### config.mk
export PLATFORM = sky130hd
export DESIGN_NAME = bgw_scale
export DESIGN_NICKNAME = d
export VERILOG_FILES = /design/src/rtl/core/assert_macros.svh /design/src/rtl/core/bgw_pkg.sv /design/src/rtl/core/bgw_scale.sv
export SDC_FILE = /design/constraint.sdc
export NUM_CORES = 1
export LEC_CHECK = 0
export BUFFER_PORTS_ARGS = -buffer_cell sky130_fd_sc_hd__buf_2
export CAP_MARGIN = 20
export CORE_UTILIZATION = 45
export CTS_CLUSTER_SIZE = 30
export DETAILED_ROUTE_END_ITERATION = 6
export PLACE_DENSITY = 0.68
export SLEW_MARGIN = 20
export SYNTH_ARGS = -nofsm -noshare
export SYNTH_HDL_FRONTEND = slang
export SYNTH_SLANG_ARGS = --single-unit
### constraint.sdc
create_clock -name clock -period 12.1 [get_ports clock]
set_input_delay 2.42 -clock clock [delete_from_list [all_inputs] [get_ports clock]]
set_output_delay 2.42 -clock clock [all_outputs]
set_load 0.01 [all_outputs]
### src/rtl/core/assert_macros.svh
// ---------------------------------------------------------------------------
// Assertion macros
// Shared concurrent assertion forms for the grid warp blocks.
// ---------------------------------------------------------------------------
`ifndef ASSERT_MACROS_SVH
`define ASSERT_MACROS_SVH

// Check a property on every clock edge outside reset
`define BGW_ASSERT(label, prop, msg) \
   label: assert property (@(posedge clock) disable iff (reset) prop) \
      else $error(msg);

// Check a property on every clock edge, reset included
`define BGW_ASSERT_ALWAYS(label, prop, msg) \
   label: assert property (@(posedge clock) prop) \
      else $error(msg);

`endif

### src/rtl/core/bgw_pkg.sv
// ---------------------------------------------------------------------------
// bgw_pkg
// Types, widths and helpers shared by the grid warp pipeline.
// ---------------------------------------------------------------------------
package bgw_pkg;

   localparam int MAX_SECTORS     = 15;
   localparam int COORD_FRAC_BITS = 8;

   localparam int SEC_W   = 4;
   localparam int SIZE_W  = 16;
   localparam int PIX_W   = 24;
   localparam int COORD_W = 32;
   localparam int FRAC_W  = 16;
   localparam int GRID_AW = 8;
   localparam int GRID_DEPTH = (MAX_SECTORS + 1) * (MAX_SECTORS + 1);
   localparam int RAM_W   = 2 * COORD_W;

   // Divider geometry: quotient is integer sector plus fraction
   localparam int DIV_W  = SIZE_W + COORD_FRAC_BITS;
   localparam int PROD_W = PIX_W + SEC_W;
   localparam int QUOT_W = SEC_W + FRAC_W;

   // Stage where the grid is addressed and written, and the last stage
   localparam int STG_ADDR = QUOT_W + 1;
   localparam int STG_LAST = STG_ADDR + 6;

   typedef enum logic {
      REQ_WRITE = 1'b0,
      REQ_MAP   = 1'b1
   } req_kind_type;

   typedef enum logic [1:0] {
      CSR_SECTORS_X    = 2'd0,
      CSR_SECTORS_Y    = 2'd1,
      CSR_IMAGE_WIDTH  = 2'd2,
      CSR_IMAGE_HEIGHT = 2'd3
   } csr_index_type;

   // Side data that travels with each request
   typedef struct packed {
      logic                 is_map;
      logic                 oor;
      logic [GRID_AW-1:0]   index;
      logic [COORD_W-1:0]   point_x;
      logic [COORD_W-1:0]   point_y;
   } sb_type;

   // Zero sectors acts as one, large counts clamp
   function automatic logic [SEC_W-1:0] eff_sectors(input logic [SEC_W-1:0] n);
      logic [SEC_W-1:0] r;
      r = n;
      if (n == '0) begin
         r = SEC_W'(1);
      end else if (32'(n) > MAX_SECTORS) begin
         r = SEC_W'(MAX_SECTORS);
      end
      return r;
   endfunction

endpackage

### src/rtl/core/bgw_scale.sv
// ---------------------------------------------------------------------------
// bgw_scale
// Scale one pixel coordinate to sector space: pix*sectors*2^16 / (size<<8),
// one quotient bit per stage.
// ---------------------------------------------------------------------------
module bgw_scale (
   input  logic                       clock,
   input  logic                       pipe_en,
   input  logic [bgw_pkg::PIX_W-1:0]  pix,
   input  logic [bgw_pkg::SIZE_W-1:0] size,
   input  logic [bgw_pkg::SEC_W-1:0]  sectors,
   output logic [bgw_pkg::QUOT_W-1:0] quot
);

   logic [bgw_pkg::PROD_W-1:0] prod_in;
   logic [bgw_pkg::DIV_W:0]    dvs;

   logic [bgw_pkg::DIV_W-1:0]  rem_ff [0:bgw_pkg::QUOT_W-1];
   logic [bgw_pkg::QUOT_W-1:0] nb_ff  [0:bgw_pkg::QUOT_W-1];
   logic [bgw_pkg::QUOT_W-1:0] q_ff   [1:bgw_pkg::QUOT_W];

   assign prod_in = bgw_pkg::PROD_W'(pix) * bgw_pkg::PROD_W'(sectors);
   assign dvs     = {1'b0, size, bgw_pkg::COORD_FRAC_BITS'(0)};

   // Load the partial remainder and the low dividend bits
   always_ff @(posedge clock) begin
      if (pipe_en) begin
         rem_ff[0] <= bgw_pkg::DIV_W'(prod_in[bgw_pkg::PROD_W-1:bgw_pkg::SEC_W]);
         nb_ff[0]  <= {prod_in[bgw_pkg::SEC_W-1:0], bgw_pkg::FRAC_W'(0)};
      end
   end

   // Restoring division, one bit per stage
   for (genvar k = 1; k <= bgw_pkg::QUOT_W; k++) begin : g_step
      logic [bgw_pkg::DIV_W:0]    trial;
      logic                       ge;
      logic [bgw_pkg::DIV_W-1:0]  rem_in;
      logic [bgw_pkg::QUOT_W-1:0] q_in;

      assign trial  = {rem_ff[k-1], nb_ff[k-1][bgw_pkg::QUOT_W-1]};
      assign ge     = (trial >= dvs);
      assign rem_in = ge ? bgw_pkg::DIV_W'(trial - dvs) : trial[bgw_pkg::DIV_W-1:0];

      if (k == 1) begin : g_first
         assign q_in = bgw_pkg::QUOT_W'(ge);
      end else begin : g_next
         assign q_in = {q_ff[k-1][bgw_pkg::QUOT_W-2:0], ge};
      end

      always_ff @(posedge clock) begin
         if (pipe_en) begin
            q_ff[k] <= q_in;
         end
      end

      if (k < bgw_pkg::QUOT_W) begin : g_carry
         always_ff @(posedge clock) begin
            if (pipe_en) begin
               rem_ff[k] <= rem_in;
               nb_ff[k]  <= {nb_ff[k-1][bgw_pkg::QUOT_W-2:0], 1'b0};
            end
         end
      end
   end

   assign quot = q_ff[bgw_pkg::QUOT_W];

endmodule

=== Yosys cells after proc, flatten, opt, wreduce, memory -nomap -nowiden ===
Memory sizes are Yosys's and may differ from the RTL's.
Index checks and enable logic that the tools add are counted.

* Memory bits (writable): 1260
* Memories: 3
* Word-level logic and storage cells: 64
* Flip-flop bits (word level): 0
* Bits of input ports: 46

{| class="wikitable"
|+ Memories
! memory !! depth !! bits a word !! read ports !! clocked after Yosys merged registers in !! wr ports !! RTL line !! text
|-
| rem_ff || 20 || 24 || 20 || 0 || 20 || bgw_scale.sv:18 || <nowiki>logic [bgw_pkg::DIV_W-1:0] rem_ff [0:bgw_pkg::QUOT_W-1];</nowiki>
|-
| q_ff || 20 || 20 || 20 || 0 || 20 || bgw_scale.sv:20 || <nowiki>logic [bgw_pkg::QUOT_W-1:0] q_ff [1:bgw_pkg::QUOT_W];</nowiki>
|-
| nb_ff || 20 || 19 || 20 || 0 || 20 || bgw_scale.sv:19 || <nowiki>logic [bgw_pkg::QUOT_W-1:0] nb_ff [0:bgw_pkg::QUOT_W-1];</nowiki>
|}

* Magnitude comparators: 20
* Mux-type cells: 21
* $add $sub $neg: 19
* Multipliers: 1

{| class="wikitable"
|+ Operators by type and width
! operator !! count
|-
| >= comparator 25 x 24 -> 1 bit || 20
|-
| two-way mux 24 bit || 19
|-
| subtractor 24 bit || 19
|-
| multiplier 24 x 4 -> 28 bit || 1
|-
| two-way mux 1 bit || 2
|}

=== Logic depth before layout (Yosys ltp) ===
Gate-level depths: netlist (run 1).
An unclocked memory read counts as a cell.

* Word-level depth: 3
* Gate-level depth with buffers: 15
* Mapped depth without buffers: 13

=== Least setup slack after synthesis (run 1) ===
No wires, ideal clock.

* Kind: input -> register
* From: input port sectors[3] (netlist name)
* To: memory rem_ff[0][17] (netlist name), data pin
* Slack: 6.306 ns
* Data required time: 11.838 ns
* Library setup time: 0.262 ns
* Arrival: 5.533 ns
* Buffers on the path: 1
* Stages on the path: 13
* Path through: clkbuf_1 > nand2_1 > fa_1 > fa_1 > inv_1 > ha_1 > a211oi_1 > o21ai_0 > a211o_1 > a21boi_1 > o21ai_0 > a211oi_1 > xnor2_1

{| class="wikitable"
|+ RTL lines
! element !! RTL line !! text
|-
| start, declared || bgw_scale.sv:11 || <nowiki>input logic [bgw_pkg::SEC_W-1:0] sectors,</nowiki>
|-
| end, declared || bgw_scale.sv:18 ||
|}

==> flow_summary.yaml, run 1 <==
run_status:
  status: "complete, no violations"
sta:
  rsz0062_at_grt: "no"
  fmax_mhz: 173
  drv_slew: 0
  skew_ps: 28.2
  finalHoldViolCount: 0
  slew_headroom_pct: 26.4
  max_slew.worst_pin.slew_ps: 1100
  tns_ps: 0
  worst_slack_ps: 6320
  period_minus_slack_ps: 5780
  setup_viol: 0
  fin_crit_sh_pct: 47.7
yosys:
  synth_top_area_share_pct: 46.2
  seq_area_frac_synth_pct: 46.2
  ys_async_sr_fraction_pct: 0
  synth_edf_count: 608
  synth-seq-cells: 608
  avgSynthCellArea_sq_um: 11.0
  syn_area_sq_mm: 0.0396
  synth.area.top_cells: "edfxtp_1 (46%), ha_1 (11%), mux2_2 (3.4%)"
  synth_nets: 4049
  ys.flop_type: "edfxtp_1"
  synth_cells: 3589
  yosysWarnings: 0
  ys_types: 92
  yosysTopAreaCell: "edfxtp_1"
die:
  row_count: 108
  die_area_sq_mm: 0.0891
  start_util_pct: 45.5
  io-pin-count: 66
  core-area_sq_mm: 0.0869
  dieWidth_um: 299
  die_y_um: 299
global_route:
  grt_pass1_vias: 26800
  grt_pass1_wl_mm: 140
  grt_overflow: 0
  grt_max_degree: 162
  antenna_found_initial: 1
  track_usage_pct: 19.6
drt:
  ant_nets: 0
  drcViolationCount: 0
  drt_pass1_iterations: 5
  first_iter_violations: 1853
  top_layer_used: "met5"
  routedWlPerCell_um: 17.9
  num_vias: 27800
  vias_per_cell: 5.67
  wl_met2_mm: 41.3
  met3RoutedLength_mm: 4.65
  routed_wirelength_mm: 88.1
  wirelength_met1_mm: 39.2
critical_path:
  end_kind: "register"
  critical_path.top_delay_family: "compound AO/OA/AOI/OAI gates"
  cp.buffers_inverters: 4
  max_stage_delay_ps: 930
  crit_path_cell_trace: "buf_2, buf_4, inv_1, buf_4, ha_1, nor2b_1, o31a_1, o31a_1, o221ai_1, a31oi_2, mux2_2"
  crit_cells: 11
  worst-path-max-fanout: 20
  crit_path_start_kind: "input port"
  required_ps: 12470
  reg2regPathDepth: 9
  criticalPathCategory: "input port to register"
  crit_path_top_delay_cell: "a31oi_2"
  critPathLaunch: "size[1]"
  crit_arrival_ps: 6140
  r2r_start: "rem_ff[0][8]"
power_and_ir_drop:
  power_switching_mw: 4.53
  combPwrFrac_pct: 49.9
  leakage_nw: 17.2
  swShare_pct: 38.4
  power_mw: 11.8
  cellPowerDensity_mw_per_mm2: 271
  peakVddDrop_uv: 113
  seqPwrFrac_pct: 32.7
  p_clk_share_pct: 17.4
  internal-power_mw: 7.28
cts:
  clockBufferDepth: 3
  cts_tree: "yes"
  hold_buffers: 0
  clk_latency_ps: 620
  clkTransAtPathRegs_ps: 60
  post_cts_buffers: 0
  cts_resized: 0
  clock_tree.htree_level_count: 3
  cts.sinks: 608
  cts_inserted_buffers: 70
  clockRootBuffer: "clkbuf_16"
final_layout:
  regArea_sq_mm: 0.0183
  mostFrequentLayoutCells: "edfxtp_1 (608), ha_1 (351), a21oi_1 (264)"
  num-nets-final: 4160
  syn_to_final_growth_pct: 10.1
  fillerInstances: 7777
  drive_above_1_share_pct: 9.91
  antenna_cells: 0
  multi_input_area_sq_mm: 0.0202
  final_common_cell: "edfxtp_1"
run:
  drv_cap: 0
place:
  dp_slack_ps: 5680
  dpl.hpwl_mm: 60.1
  numPortBuffers: 65
  routabilityCongestion: 0.901
worst_hold_path:
  hp-class: "register to register"
  hold_depth: 0
  min_from: "q_ff[3][21]"
-- layout make-up --
cell class / count / area share, %
clock buffer: 82 / 4.13
clock inverter: 45 / 0.908
inverter: 229 / 1.98
multi-input combinational: 2697 / 46.4
sequential: 608 / 41.9
tap: 1155 / 3.32
timing repair buffer: 94 / 1.30
-- sequential cells by signal, summed over array words and instances (netlist names) --
| signal | flops |
|---|---|
| rem_ff | 388 |
| q_ff | 210 |
| nb_ff | 10 |
-- cells in the mapped netlist (10+ instances only) --
master and number:
a211oi_1 26, nor3_1 73, a21oi_1 265, nor2_1 238, nand2_1 250, a21boi_0 16
clkbuf_1 35, or3_1 20, a31oi_1 24, o211ai_1 27, fa_1 63, o21bai_1 21
nand4_1 35, o31ai_1 39, or2_2 12, ha_1 351, xor2_1 75, o21a_1 79
inv_1 224, nand4b_1 10, edfxtp_1 608, mux2_2 121, nor4_1 11, nor2b_1 57
nand3_1 46, a211o_1 19, buf_2 13, xnor2_1 115, o31a_1 28, nand2b_1 47
mux2i_1 21, and3_1 24, a21o_1 74, and2_1 82, a31o_2 15, nand3b_1 14
o21ai_0 232
-- power groups by stage --
stage	clock (mW)	combinational [mW]	sequential, mW
2_1_floorplan	0	4.74	3.67
3_3_place_gp	0	5.72	3.91
3_5_place_dp	0	5.83	3.91
4_1_cts	2.11	5.87	3.87
5_1_grt	2.19	6.61	3.93
6_report	2.05	5.90	3.86
-- cells by family after synthesis --
group | count (synthesis) | synth area share, %
compound gates | 991 | 16.5
xor+xnor | 190 | 4.21
fa+ha+maj | 414 | 14.3
buf+inv | 284 | 2.82
flops | 608 | 46.2
mux | 143 | 4.00
simple gates | 959 | 12.0
-- metal layers --
| metal | vias to the layer above | GRT usage, % |
|---|---|---|
| met2 | 611 | 32.4 |
| met3 | 176 | 3.35 |
| met1 | 13300 | 25.8 |
| met4 | 2 | 7.02 |
| met5 | - | 0 |
| li1 | 13800 | - |
-- path summary, 6_finish.rpt --
kind,end,slack [ps]
worst min register to register,q_ff[3][42],410
worst max-delay path,rem_ff[3][95],6320
worst max register to register,rem_ff[0][37],8720
worst min-delay path,q_ff[3][42],410
-- through the flow --
stage	hold slack [ps]	area (sq um)	utilization, %	cells
6_report	407	43500	50.1	4910
5_1_grt	410	43500	50.1	4910
4_1_cts	402	43500	50.1	4910
3_3_place_gp	401	41300	47.6	4783
3_5_place_dp	405	41300	47.6	4783
2_1_floorplan	400	39600	-	3589
No activity file was read; power rests on OpenSTA's default activity.
==> run 2, diff against run 1 <==
- PLACE_DENSITY: 0.68 -> 0.71
- clock period: 12.1 -> 5.2 ns (I/O delays scaled with it)
==> run 2 against run 1 <==
  * Utilization is 0.66 points higher
  * Highest routed layer is now met4
  * Register-to-register slack got worse by 6800 ps
  * Sequential power up 130%
  * Combinational power grew 140%
  * Critical path type unchanged
  * Die area did not move
  * Count of clock-buffer cells in the layout is 4 higher
  * First-iteration DRC count is 6.0% higher
  * Clock skew is 2.0 ps lower
  * Clock power is 150% higher
  * Wire length grew 1.6%
  * Critical endpoint is now rem_ff[0][17]
  * Global-route usage rose by 0.31 points
  * Sequential share of layout area down 0.55 points
==> flow_summary.yaml, run 2 (same netlist as run 1, synthesis figures left out) <==
power_and_ir_drop:
  cellPowerDensity_mw_per_mm2: 636
  peakVddDrop_uv: 352
  seqPwrFrac_pct: 31.7
  combPwrFrac_pct: 50.0
  p_clk_share_pct: 18.2
  swShare_pct: 38.3
  power_mw: 28.1
  power_switching_mw: 10.7
  leakage_nw: 17.5
  internal-power_mw: 17.3
critical_path:
  crit_path_top_delay_cell: "fa_1"
  reg2reg_slack_ps: 1960
  crit_path_cell_trace: "buf_2, nand2_1, fa_1, fa_1, inv_1, ha_1, a211oi_1, o21ai_0, a211o_1, a21boi_1, o21ai_0, a211oi_1, xnor2_1"
  r2r_start: "rem_ff[0][8]"
  reg2regPathDepth: 8
  critical_path.top_delay_family: "compound AO/OA/AOI/OAI gates"
  criticalPathCategory: "input port to register"
  worst-path-max-fanout: 24
  rr_endpoint: "rem_ff[0][47]"
  cp.buffers_inverters: 2
  crit_path_start_kind: "input port"
  crit_arrival_ps: 4660
  max_stage_delay_ps: 600
  end_kind: "register"
  required_ps: 5560
sta:
  drv_slew: 0
  rsz0062_at_grt: "no"
  skew_ps: 26.3
  period_minus_slack_ps: 4310
  fin_crit_sh_pct: 82.8
  tns_ps: 0
  fmax_mhz: 232
  slew_headroom_pct: 29.7
  setup_viol: 0
  worst_slack_ps: 895
  finalHoldViolCount: 0
  max_slew.worst_pin.slew_ps: 1050
final_layout:
  drive_above_1_share_pct: 11.2
  largest_register_ffs: 388
  syn_to_final_growth_pct: 11.5
  final_common_cell: "edfxtp_1"
  antenna_cells: 0
  num-nets-final: 4201
  top_regs: "rem_ff: 388 flops, q_ff: 210 flops, nb_ff: 10 flops"
  regMostFlops: "rem_ff"
  mostFrequentLayoutCells: "edfxtp_1 (608), ha_1 (351), a21oi_1 (264)"
drt:
  drcViolationCount: 0
  routed_wirelength_mm: 89.5
  vias_per_cell: 5.69
  first_iter_violations: 1964
  ant_nets: 0
  routedWlPerCell_um: 18.1
  drt_pass1_iterations: 7
  num_vias: 28200
cts:
  cts_tree: "yes"
  clockBufferDepth: 3
  clkTransAtPathRegs_ps: 60
  post_cts_buffers: 0
  clockRootBuffer: "clkbuf_16"
  cts_inserted_buffers: 73
  cts_resized: 0
  clk_latency_ps: 630
  hold_buffers: 0
  cts.sinks: 608
  clock_tree.htree_level_count: 3
global_route:
  grt_overflow: 0
  antenna_found_initial: 1
  track_usage_pct: 19.9
  grt_pass1_wl_mm: 143
  grt_pass1_vias: 27300
  grt_max_degree: 113
die:
  die_area_sq_mm: 0.0891
  dieWidth_um: 299
  start_util_pct: 45.5
  io-pin-count: 66
  die_y_um: 299
  row_count: 108
  core-area_sq_mm: 0.0869
place:
  dp_slack_ps: 281
  numPortBuffers: 65
  routabilityCongestion: 0.892
  dpl.hpwl_mm: 63.9
worst_hold_path:
  hp-class: "register to register"
  hold_depth: 0
  min_to: "q_ff[2][49]"
  min_from: "q_ff[2][28]"
run_status:
  status: "complete, no violations"
run:
  drv_cap: 0
run 2: power by group through the flow:
stage	combinational [mW]	clock (mW)	sequential, mW
4_1_cts	13.9	5.26	8.92
2_1_floorplan	11.0	0	8.54
3_3_place_gp	13.5	0	8.98
5_1_grt	15.6	5.43	9.07
6_report	14.0	5.11	8.91
3_5_place_dp	13.8	0	9.01
run 2: area by class of cell:
type                            count  area [sq um]
Clock buffer                       86          1920
Clock inverter                     50           477
Fill cell                        7669         42800
Inverter                          229           862
Multi-Input combinational cell   2697         20200
Sequential cell                   608         18300
Tap cell                         1155          1450
Timing Repair Buffer              132           938
run 2: through the flow:
step / area, sq um / std cells / util (%) / hold WS (ps)
finish: 44100 / 4957 / 50.8 / 405
global route: 44100 / 4957 / 50.8 / 414
detailed placement: 41700 / 4821 / 48.0 / 405
global placement: 41700 / 4821 / 48.0 / 400
floorplan: 39600 / 3589 / - / 400
CTS: 44100 / 4957 / 50.8 / 395
run 2: per-layer routing:
layer / track usage, % / vias to the layer above / wire (um)
li1: - / 13800 / -
met3: 2.22 / 160 / 3490
met2: 33.5 / 600 / 42700
met5: 0 / - / 0
met1: 26.7 / 13600 / 40800
met4: 6.62 / 0 / 2590
run 2: worst max path at each step:
stage	start	to	slack (ps)	depth (start not counted)
3_5_place_dp	sectors[3]	rem_ff[0][17]	280	13
4_1_cts	sectors[3]	rem_ff[0][17]	920	13
3_3_place_gp	sectors[3]	rem_ff[0][17]	380	13
5_1_grt	sectors[3]	rem_ff[0][17]	590	13
2_1_floorplan	sectors[3]	rem_ff[0][17]	790	13
6_report	sectors[3]	rem_ff[0][17]	890	13
run 2: worst register-to-register path: cells and delay by family, from the launching register on:
family	cells	cell delay, ps
AOI/OAI and AO/OA	5	1880
and+or+nand+nor	2	350
adders and majority gates	1	320
DFF	1	430
==> run 3, diff against run 2 <==
- ABC_AREA: not set -> 1
- PLACE_DENSITY: 0.71 -> 0.7
- clock period: 5.2 -> 3.55 ns (I/O delays scaled with it)
==> run 3 against run 2 <==
  * Critical endpoint is now rem_ff[0][13]
  * Highest routed layer is now met5
  * Clock skew rose by 3.1 ps
  * Power rose by 57%
  * Critical path depth rose by 3
  * First-iteration DRC count rose by 60%
  * Sequential power rose by 47%
  * Sequential share of layout area fell by 6.1 points
  * Synthesized cell count rose by 75%
  * Cell count rose by 60%
  * Combinational power rose by 69%
  * Count of clock-buffer cells in the layout fell by 1
==> flow_summary.yaml, run 3 <==
yosys:
  ys.flop_type: "edfxtp_1"
  ys_async_sr_fraction_pct: 0
  synth_nets: 6750
  synth_edf_count: 608
  yosysMostFrequentCell: "nand2_1"
  synth_top_area_share_pct: 39.2
  yosysTopAreaCell: "edfxtp_1"
  synth_cells: 6290
  yosysWarnings: 0
  syn_area_sq_mm: 0.0466
  seq_area_frac_synth_pct: 39.2
  ys_types: 44
  synth.area.top_cells: "edfxtp_1 (39%), nand2_1 (21%), ha_1 (9.4%)"
  synth-seq-cells: 608
  synth_commonest_cells: "nand2_1 (2579), inv_1 (1098), edfxtp_1 (608)"
  avgSynthCellArea_sq_um: 7.41
power_and_ir_drop:
  power_mw: 44.1
  cellPowerDensity_mw_per_mm2: 851
  leakage_nw: 27.2
  peakVddDrop_uv: 389
global_route:
  grt_overflow: 0
  grt_pass1_wl_mm: 194
  antenna_found_initial: 2
  track_usage_pct: 23.3
  grt_pass1_vias: 37400
  grt_max_degree: 74
place:
  dpl.hpwl_mm: 89.8
  place_inst: 7786
  routabilityCongestion: 0.944
  dp_slack_ps: -239
  dpl_cell_area_sq_mm: 0.0494
  numPortBuffers: 65
drt:
  ant_nets: 0
  routedWlPerCell_um: 15.4
  routed_wirelength_mm: 122
  num_vias: 39700
  first_iter_violations: 3142
  drt_pass1_iterations: 6
  drcViolationCount: 0
  vias_per_cell: 5.01
final_layout:
  fillerInstances: 9870
  multi_input_area_sq_mm: 0.0236
  mostFrequentLayoutCells: "nand2_1 (2579), inv_1 (1088), edfxtp_1 (608)"
  top_regs: "rem_ff: 388 flops, q_ff: 210 flops, nb_ff: 10 flops"
  fin_cells: 7915
  final_common_cell: "nand2_1"
  regMostFlops: "rem_ff"
  num-nets-final: 6951
  regArea_sq_mm: 0.0183
  final_area_sq_mm: 0.0518
  syn_to_final_growth_pct: 11.2
  largest_register_ffs: 388
  drive_above_1_share_pct: 6.43
cts:
  clk_latency_ps: 640
  cts_inserted_buffers: 71
  clockBufferDepth: 3
  clkTransAtPathRegs_ps: 60
  post_cts_buffers: 0
  cts_resized: 0
  clockRootBuffer: "clkbuf_16"
  cts_tree: "yes"
  cts.sinks: 608
  clock_tree.htree_level_count: 3
  hold_buffers: 0
critical_path:
  crit_path_start_kind: "input port"
  crit_path_cell_trace: "buf_2, nand2_1, inv_1, fa_1, inv_1, fa_1, inv_1, ha_1, a21oi_1, nor2_1, nor2_1, nand2_1, a21oi_1, inv_1, nand2_1, nand2_1"
  criticalPathCategory: "input port to register"
  crit_path_top_delay_cell: "fa_1"
  end_kind: "register"
  cp.buffers_inverters: 5
  critical_path.top_delay_family: "adder cells"
  required_ps: 3960
  max_stage_delay_ps: 530
  crit_arrival_ps: 3520
  worst-path-max-fanout: 21
sta:
  max_slew.worst_pin.slew_ps: 784
  drv_slew: 0
  fin_crit_sh_pct: 87.8
  finalHoldViolCount: 0
  setup_viol: 0
  fmax_mhz: 321
  period_minus_slack_ps: 3120
  worst_slack_ps: 432
  slew_headroom_pct: 47.7
  skew_ps: 29.4
  rsz0062_at_grt: "no"
die:
  dieWidth_um: 324
  core-area_sq_mm: 0.102
  start_util_pct: 45.6
  io-pin-count: 66
  row_count: 117
  die_y_um: 324
  die_area_sq_mm: 0.105
run:
  drv_cap: 0
worst_hold_path:
  hp-class: "register to register"
run_status:
  status: "complete, no violations"
run 3: kinds of logic (layout without fill, tap and decap cells):
family	count (synthesis)	in the layout	synth area share, %
and+or+nand+nor	3722	3722	33.3
other	0	1	0
adders and majority gates	414	414	12.1
DFF	608	608	39.2
AOI/OAI and AO/OA	224	224	2.52
buffers and inverters	1180	1436	10.1
xor gates and xnor gates	142	142	2.67
run 3: cell type report:
| type | instances | area share, % |
|---|---|---|
| sequential | 608 | 35.2 |
| timing repair buffer | 198 | 3.20 |
| antenna | 1 | 0.00483 |
| tap | 1368 | 3.30 |
| inverter | 1110 | 8.07 |
| clock inverter | 43 | 1.08 |
| clock buffer | 85 | 3.53 |
| multi-input combinational | 4502 | 45.6 |
run 3: power by group:
group	switching, mW	leakage [nW]	internal (mW)
logic	15.4	20.1	8.22
registers	1.62	5.97	11.4
clock network	3.13	1.14	4.28
run 3: final timing paths:
path / start / to / slack (ps) / cells after the start
max: sectors[2] / rem_ff[0][13] / 430 / 16
min: q_ff[2][27] / q_ff[2][48] / 400 / 0
max reg2reg: rem_ff[0][18] / rem_ff[0][42] / 960 / 9
min reg2reg: q_ff[2][27] / q_ff[2][48] / 400 / 0
run 3: layer usage:
metal  wire [um]  global-route usage (%)  part of all wire (%)
met3        7460                    2.92                   6.1
met2       56200                    39.2                    46
met4        3230                    6.97                   2.7
met5          13                       0                 0.011
met1       54600                    31.4                    45
run 3: metrics by stage:
step	util, %	setup TNS [ps]	hold WS (ps)
3_3_place_gp	48.4	-2510	401
5_1_grt	50.7	0	399
2_1_floorplan	-	0	400
4_1_cts	50.7	0	393
6_report	50.7	0	404
3_5_place_dp	48.4	-3720	405
